==> src/hw/rtl/cps_pkg.sv <==
// shared widths, register indexes and stage payload types
// for the closest point on segment pipeline, no dependencies
`default_nettype none
package cps_pkg;

   localparam int COORD_W = 24;
   localparam int DELTA_W = COORD_W + 1;
   localparam int HALF_W  = DELTA_W;
   localparam int PROD_W  = 2 * DELTA_W;
   localparam int NUM_W   = PROD_W + 1;
   localparam int DEN_W   = PROD_W;
   localparam int N_W     = 3 * HALF_W;
   localparam int Q_W     = N_W - DEN_W;
   localparam int M_W     = Q_W + 1;
   localparam int SUM_W   = M_W + 2;
   localparam int SQ_W    = PROD_W;
   localparam int ROOT_W  = SQ_W / 2;
   localparam int REM_W   = ROOT_W + 2;
   localparam int IDX_W   = 2;

   localparam logic [IDX_W-1:0] REG_START_X = 2'd0;
   localparam logic [IDX_W-1:0] REG_START_Y = 2'd1;
   localparam logic [IDX_W-1:0] REG_END_X   = 2'd2;
   localparam logic [IDX_W-1:0] REG_END_Y   = 2'd3;

   typedef logic signed [COORD_W-1:0] coord_type;

   typedef struct packed {
      coord_type start_x;
      coord_type start_y;
      coord_type end_x;
      coord_type end_y;
   } line_type;

   typedef struct packed {
      coord_type qx;
      coord_type qy;
      logic      degen;
   } point_type;

   typedef struct packed {
      logic [N_W-1:0]   nx;
      logic [N_W-1:0]   ny;
      logic [DEN_W-1:0] den;
      logic             negx;
      logic             negy;
      point_type        pt;
   } quot_req_type;

   typedef struct packed {
      logic [M_W-1:0] mx;
      logic [M_W-1:0] my;
      logic           negx;
      logic           negy;
      point_type      pt;
   } quot_rsp_type;

   typedef struct packed {
      logic [SQ_W-1:0] sq;
      coord_type       cx;
      coord_type       cy;
      logic            degen;
   } root_req_type;

   typedef struct packed {
      logic [ROOT_W-1:0] root;
      coord_type         cx;
      coord_type         cy;
      logic              degen;
   } root_rsp_type;

endpackage
`default_nettype wire

==> src/hw/rtl/cps_isqrt.sv <==
// pipelined integer square root, one result bit per stage
// depends on cps_pkg
`default_nettype none
module cps_isqrt
   import cps_pkg::*;
(
   input  logic         clock,
   input  logic         reset,
   input  logic         adv,
   input  logic         in_valid,
   input  root_req_type in_req,
   output logic         out_valid,
   output root_rsp_type out_rsp
);

   logic [ROOT_W:0]   v_ff;
   logic [SQ_W-1:0]   sq_ff   [0:ROOT_W];
   logic [REM_W-1:0]  rem_ff  [0:ROOT_W];
   logic [ROOT_W-1:0] root_ff [0:ROOT_W];
   coord_type         cx_ff   [0:ROOT_W];
   coord_type         cy_ff   [0:ROOT_W];
   logic              dg_ff   [0:ROOT_W];

   logic [REM_W+1:0]  shl_in   [1:ROOT_W];
   logic [REM_W+1:0]  trial_in [1:ROOT_W];
   logic              ge_in    [1:ROOT_W];
   logic [REM_W+1:0]  diff_in  [1:ROOT_W];

   always_comb begin
      for (int k = 1; k <= ROOT_W; k++) begin
         shl_in[k]   = {rem_ff[k-1], sq_ff[k-1][SQ_W-1 -: 2]};
         trial_in[k] = (REM_W + 2)'({root_ff[k-1], 2'b01});
         ge_in[k]    = (shl_in[k] >= trial_in[k]);
         diff_in[k]  = ge_in[k] ? shl_in[k] - trial_in[k] : shl_in[k];
      end
   end

   always_ff @(posedge clock) begin
      if (reset) begin
         v_ff <= '0;
      end else if (adv) begin
         v_ff <= {v_ff[ROOT_W-1:0], in_valid};
      end
   end

   always_ff @(posedge clock) begin
      if (adv) begin
         sq_ff[0]   <= in_req.sq;
         rem_ff[0]  <= '0;
         root_ff[0] <= '0;
         cx_ff[0]   <= in_req.cx;
         cy_ff[0]   <= in_req.cy;
         dg_ff[0]   <= in_req.degen;
         for (int k = 1; k <= ROOT_W; k++) begin
            sq_ff[k]   <= sq_ff[k-1] << 2;
            rem_ff[k]  <= diff_in[k][REM_W-1:0];
            root_ff[k] <= {root_ff[k-1][ROOT_W-2:0], ge_in[k]};
            cx_ff[k]   <= cx_ff[k-1];
            cy_ff[k]   <= cy_ff[k-1];
            dg_ff[k]   <= dg_ff[k-1];
         end
      end
   end

   assign out_valid     = v_ff[ROOT_W];
   assign out_rsp.root  = root_ff[ROOT_W];
   assign out_rsp.cx    = cx_ff[ROOT_W];
   assign out_rsp.cy    = cy_ff[ROOT_W];
   assign out_rsp.degen = dg_ff[ROOT_W];

endmodule
`default_nettype wire

==> config.mk <==
export PLATFORM = sky130hd
export DESIGN_NAME = cps_isqrt
export DESIGN_NICKNAME = d
export VERILOG_FILES = /design/src/hw/rtl/cps_pkg.sv /design/src/hw/rtl/cps_isqrt.sv
export SDC_FILE = /design/constraint.sdc
export NUM_CORES = 2
export LEC_CHECK = 0
export BUFFER_PORTS_ARGS = -buffer_cell sky130_fd_sc_hd__buf_2
export CORE_ASPECT_RATIO = 0.7
export CORE_MARGIN = 2
export CORE_UTILIZATION = 40
export DETAILED_ROUTE_END_ITERATION = 6
export GPL_ROUTABILITY_DRIVEN = 0
export GPL_TIMING_DRIVEN = 0
export SETUP_SLACK_MARGIN = 0.4
export SYNTH_ARGS = -nofsm -noshare
export SYNTH_HDL_FRONTEND = slang
export SYNTH_SLANG_ARGS = --single-unit
==> constraint.sdc <==
create_clock -name clock -period 3.6 [get_ports clock]
set_input_delay 0.36 -clock clock [delete_from_list [all_inputs] [get_ports clock]]
set_output_delay 0.36 -clock clock [all_outputs]
set_load 0.02 [all_outputs]
Word-level counts from Yosys, hierarchy flattened
Memories as Yosys holds them, arrays and structs flattened.
Cells that the tools add are included.
{"block": "totals", "register_bits": 26, "ramBits": 3926, "inputBits": 103, "output_inout_bits": 75, "word_cells": 84, "n_memories": 6}
{"block": "op_classes", "add_sub_neg": 25, "n_lt_le_gt_ge": 25, "muxes": 27}
{"name": "sq_ff", "depth": 26, "word_bits": 50, "read_ports": 25, "rd_ports_with_merged_regs": 0, "write_ports": 26, "line_no": "cps_isqrt.sv:17", "rtl": "logic [SQ_W-1:0] sq_ff [0:ROOT_W];"}
{"name": "rem_ff", "depth": 26, "word_bits": 27, "read_ports": 25, "rd_ports_with_merged_regs": 0, "write_ports": 26, "line_no": "cps_isqrt.sv:18", "rtl": "logic [REM_W-1:0] rem_ff [0:ROOT_W];"}
{"name": "root_ff", "depth": 26, "word_bits": 25, "read_ports": 26, "rd_ports_with_merged_regs": 0, "write_ports": 26, "line_no": "cps_isqrt.sv:19", "rtl": "logic [ROOT_W-1:0] root_ff [0:ROOT_W];"}
{"name": "cx_ff", "depth": 26, "word_bits": 24, "read_ports": 26, "rd_ports_with_merged_regs": 0, "write_ports": 26, "line_no": "cps_isqrt.sv:20", "rtl": "coord_type cx_ff [0:ROOT_W];"}
{"name": "cy_ff", "depth": 26, "word_bits": 24, "read_ports": 26, "rd_ports_with_merged_regs": 0, "write_ports": 26, "line_no": "cps_isqrt.sv:21", "rtl": "coord_type cy_ff [0:ROOT_W];"}
{"name": "dg_ff", "depth": 26, "word_bits": 1, "read_ports": 26, "rd_ports_with_merged_regs": 0, "write_ports": 26, "line_no": "cps_isqrt.sv:22", "rtl": "logic dg_ff [0:ROOT_W];"}
{"op": "29-bit by 27-bit >= comparator with 1-bit output", "count": 25}
{"op": "27-bit two-way mux", "count": 25}
{"op": "27-bit subtractor", "count": 25}
{"op": "1-bit two-way mux", "count": 2}

Logic depth before layout (Yosys ltp)
An unclocked memory read counts as a cell.
{"block": "depth", "depth_word": 3, "mapped_depth": 13, "mapped_depth_nobuf": 11}

Least setup slack after synthesis
OpenSTA, ideal clock, no wires.
{"block": "synth_path", "kind": "register to register", "startpoint": "memory rem_ff[1][139] in the netlist's numbering", "endpoint": "memory rem_ff[1][170] in the netlist's numbering (data pin)", "setup_time_ns": 0.260, "arrival_time_ns": 3.103, "required_time_ns": 3.340, "slack_ns": 0.237, "stages_incl_launch_ff": 12, "n_path_buf": 2, "period_less_slack_ns": 3.363, "cell_sequence": "edfxtp_1 -> ha_1 -> a21o_1 -> a221oi_1 -> a21oi_1 -> o21ai_0 -> a211oi_1 -> o31ai_2 -> and2_1 -> buf_4 -> buf_4 -> mux2_2"}
{"item": "start: declaration", "line_no": "cps_isqrt.sv:18"}

==> run summary <==
status - finished, final reports clean
power density cells - 616 nW/um^2
max-slew violations - 0
commonest non-fill, non-tap cells in the layout - edfxtp_1 (2860), inv_1 (429), nor2_1 (346)
Tot GR Track Use - 12.9%
Avg Cell Area, Syn - 16.2 sq um
Net Sw Power - 0.0195 W
min Tclk post-route - 3360 ps
Reg power frac - 51.7%
internal power - 0.0619 W
Final Instance Count excl. Fillers - 11600
Critical Path AT - 3950 ps
Routed WL per cell - 16.7 um
Syn Inst Count - 6941
die footprint - 286000 sq um
share of layout cells above drive strength 1 - 14.5%
Tot Pwr - 0.0814 W
post-route ant nets - 0
Worst Skew - 57.5 ps
routed wire length - 193 mm
Nets - 8081
Synth Flop Type - edfxtp_1
Comb pwr share - 12.0%
Area Overhead vs Synth - 17.2%
Critical Path End Type - register
Worst Setup EP - rem_ff[0][389]
Hold Crit Class - input pin to register
Worst EP required - 4190 ps
pin count of the biggest net entering global routing - 185
Buffers on Ports - 176
CP max FO - 10
crit-path max cell delay - 600 ps
Seq/Total Area, Yosys - 76.6%
area of the multi-input gates - 25500 sq um
clock slew at reported path FFs - 60 ps
drt drc - 0
Via Count - 58200
CTS root buffer - clkbuf_16
worst reg2reg endpoint - rem_ff[0][389]
# clock sinks - 2886
# fillers - 23600
Starting DRT DRC Count - 5656
unrepaired setup endpoints after global routing - yes
commonest non-fill, non-tap cell in the layout - edfxtp_1
Vias/cell - 5.04
Setup crit start - rem_ff[0][364]
Clock Power Share - 36.3%
reg2reg start - rem_ff[0][364]
htree depth - 5
Cells after DPL - 10800
Final setup viols - 0
TNS Setup - 0 ps
post-layout worst setup margin - 243 ps
first-pass GRT wire length - 300 mm
measured slew at the worst slew-check pin - 1210 ps
number of max-cap violations - 0
period utilization - 93.3%
YS warnings - 0
switch share - 24.0%
cells on worst reg2reg path - 7
Initial Util - 40.1%
CTS tree - yes
Finished Cell Area - 132000 sq um
critical path startpoint category - register
Fmax - 298 MHz
P_leak - 48.1 nW
HPWL Detailed - 120 mm
Netlist Area Pre-Place - 113000 sq um
maximum root-to-sink buffer count - 4
initial antenna violation count - 3
Buf+Inv Stages, Crit Path - 1
core area - 281000 sq um
Crit path top cell by count - or4_4
worst path cell trace - or4_4, or4_4, nor4_4, and4b_2, or3b_4, buf_6, mux2_2
final hold vios - 0
Async S/R FF share, synth - 0%
DR pass1 iterations - 6
Rel. slew slack - 18.1%
EDFF count, synth - 2860
Placed Area - 119000 sq um
DP Worst Slack - -2400 ps
Cell Rows - 163
die width - 639 um
TritonCTS Buffers - 289
Mapped Nets - 7396
Setup CP Type - register to register
Skew-Pair Late Insertion Delay - 860 ps
ant diodes - 0
R2R Setup Slk - 240 ps
global route overflow - 0
Die Ht - 448 um
CP Depth - 7
Crit path max-delay family - simple AND/OR/NAND/NOR gates
Reg area - 86400 sq um
io pins - 178
vias in the first global route - 55400
CP max-delay cell - or4_4
library cells used by synthesis - 90
worst vdd ir - 0.000365 V
Yosys reg bits - 2886
==> power by group through the flow <==
| stage | Clock, W | Combinational, W | Sequential [W] |
|---|---|---|---|
| detailed placement | 0 | 0.00861 | 0.0428 |
| global placement | 0 | 0.00665 | 0.0440 |
| CTS | 0.0306 | 0.00903 | 0.0421 |
| finish | 0.0295 | 0.00974 | 0.0421 |
| floorplan | 0 | 0.00616 | 0.0421 |
| global route | 0.0319 | 0.0107 | 0.0424 |
==> through the flow <==
stage | util [%] | hold slack [ps]
after floorplan | - | 400
after global placement | 42.1 | 400
after detailed placement | 42.3 | 405
after CTS | 46.4 | 22.1
after global routing | 47.0 | 51.0
final | 47.0 | 106
==> worst register-to-register path: stages (launching register included) <==
cell and delay, ps:
edfxtp_1 410, or4_4 540, or4_4 600, nor4_4 300, and4b_2 310, or3b_4 440
buf_6 180, mux2_2 310
==> cell type report <==
cell class / count / area share, %
Buffer: 145 / 0.752
Clock buffer: 341 / 5.68
Clock inverter: 172 / 1.35
Inverter: 437 / 1.25
Multi-Input combinational cell: 3473 / 19.3
Sequential cell: 2886 / 65.4
Tap cell: 3712 / 3.51
Timing Repair Buffer: 394 / 2.77
==> state kept, by name (all words and copies together) (netlist names) <==
signal	flops
rem_ff	611
v_ff	26
root_ff	325
cx_ff	624
dg_ff	26
cy_ff	624
sq_ff	650
==> how the worst min path moves through the flow <==
stage | cells past startpoint | startpoint | slack, ps | endpoint
2_1_floorplan | 0 | cx_ff[0][76] | 400 | cx_ff[0][100]
3_3_place_gp | 0 | cy_ff[1][3] | 400 | cy_ff[1][27]
3_5_place_dp | 0 | cx_ff[0][80] | 400 | cx_ff[0][104]
4_1_cts | 2 | adv | 20 | cy_ff[1][79]
5_1_grt | 2 | adv | 50 | cy_ff[0][73]
6_report | 2 | adv | 110 | cy_ff[1][79]
==> synth_stat cells (36+ instances only) <==
cell / count / area share, %
nand3_1: 110 / 0.49
a21oi_1: 309 / 1.4
or3_1: 48 / 0.27
nor3_1: 149 / 0.66
nor4_1: 82 / 0.45
edfxtp_1: 2860 / 76
nor2_1: 358 / 1.2
ha_1: 352 / 3.9
xor2_1: 223 / 1.7
o31ai_1: 46 / 0.31
nor2b_1: 63 / 0.35
inv_1: 435 / 1.4
nand2_1: 327 / 1.1
nand2b_1: 56 / 0.31
xnor2_1: 256 / 2.0
mux2_2: 86 / 0.86
clkbuf_1: 70 / 0.23
nand4_1: 74 / 0.41
buf_4: 53 / 0.35
a21o_1: 115 / 0.77
o21a_1: 70 / 0.47
o21ai_0: 258 / 1.1
and3_1: 36 / 0.20
mux2i_1: 38 / 0.34
==> routing by layer <==
layer	vias to the layer above	track usage, %	share of wire (%)	wire, um
li1	27700	-	-	-
met3	376	2.44	6.2	12000
met2	1811	18.3	42	81100
met5	-	0	0.0067	13
met4	2	4.10	2.7	5160
met1	28400	19.9	49	94600
==> kinds of logic after synthesis <==
kind of cell	count (synthesis)	synth area share [%]
xor gates and xnor gates	479	3.72
and+or+nand+nor	1457	6.47
buffers and inverters	582	2.13
DFF	2886	76.6
adders and majority gates	352	3.91
other	1	0.00333
AOI/OAI and AO/OA	1060	5.95
muxes	124	1.20
==> repair_timing <==
item                                   in CTS  in global routing
pin swaps                                  18                 63
buffers inserted                           26                 50
endpoints found under the hold margin     243                  0
hold buffers                              104                  0
setup endpoints to repair                2009                492
gates resized for setup                   106                369
gates cloned                               15                  5
(Power assumes the default switching activity.)
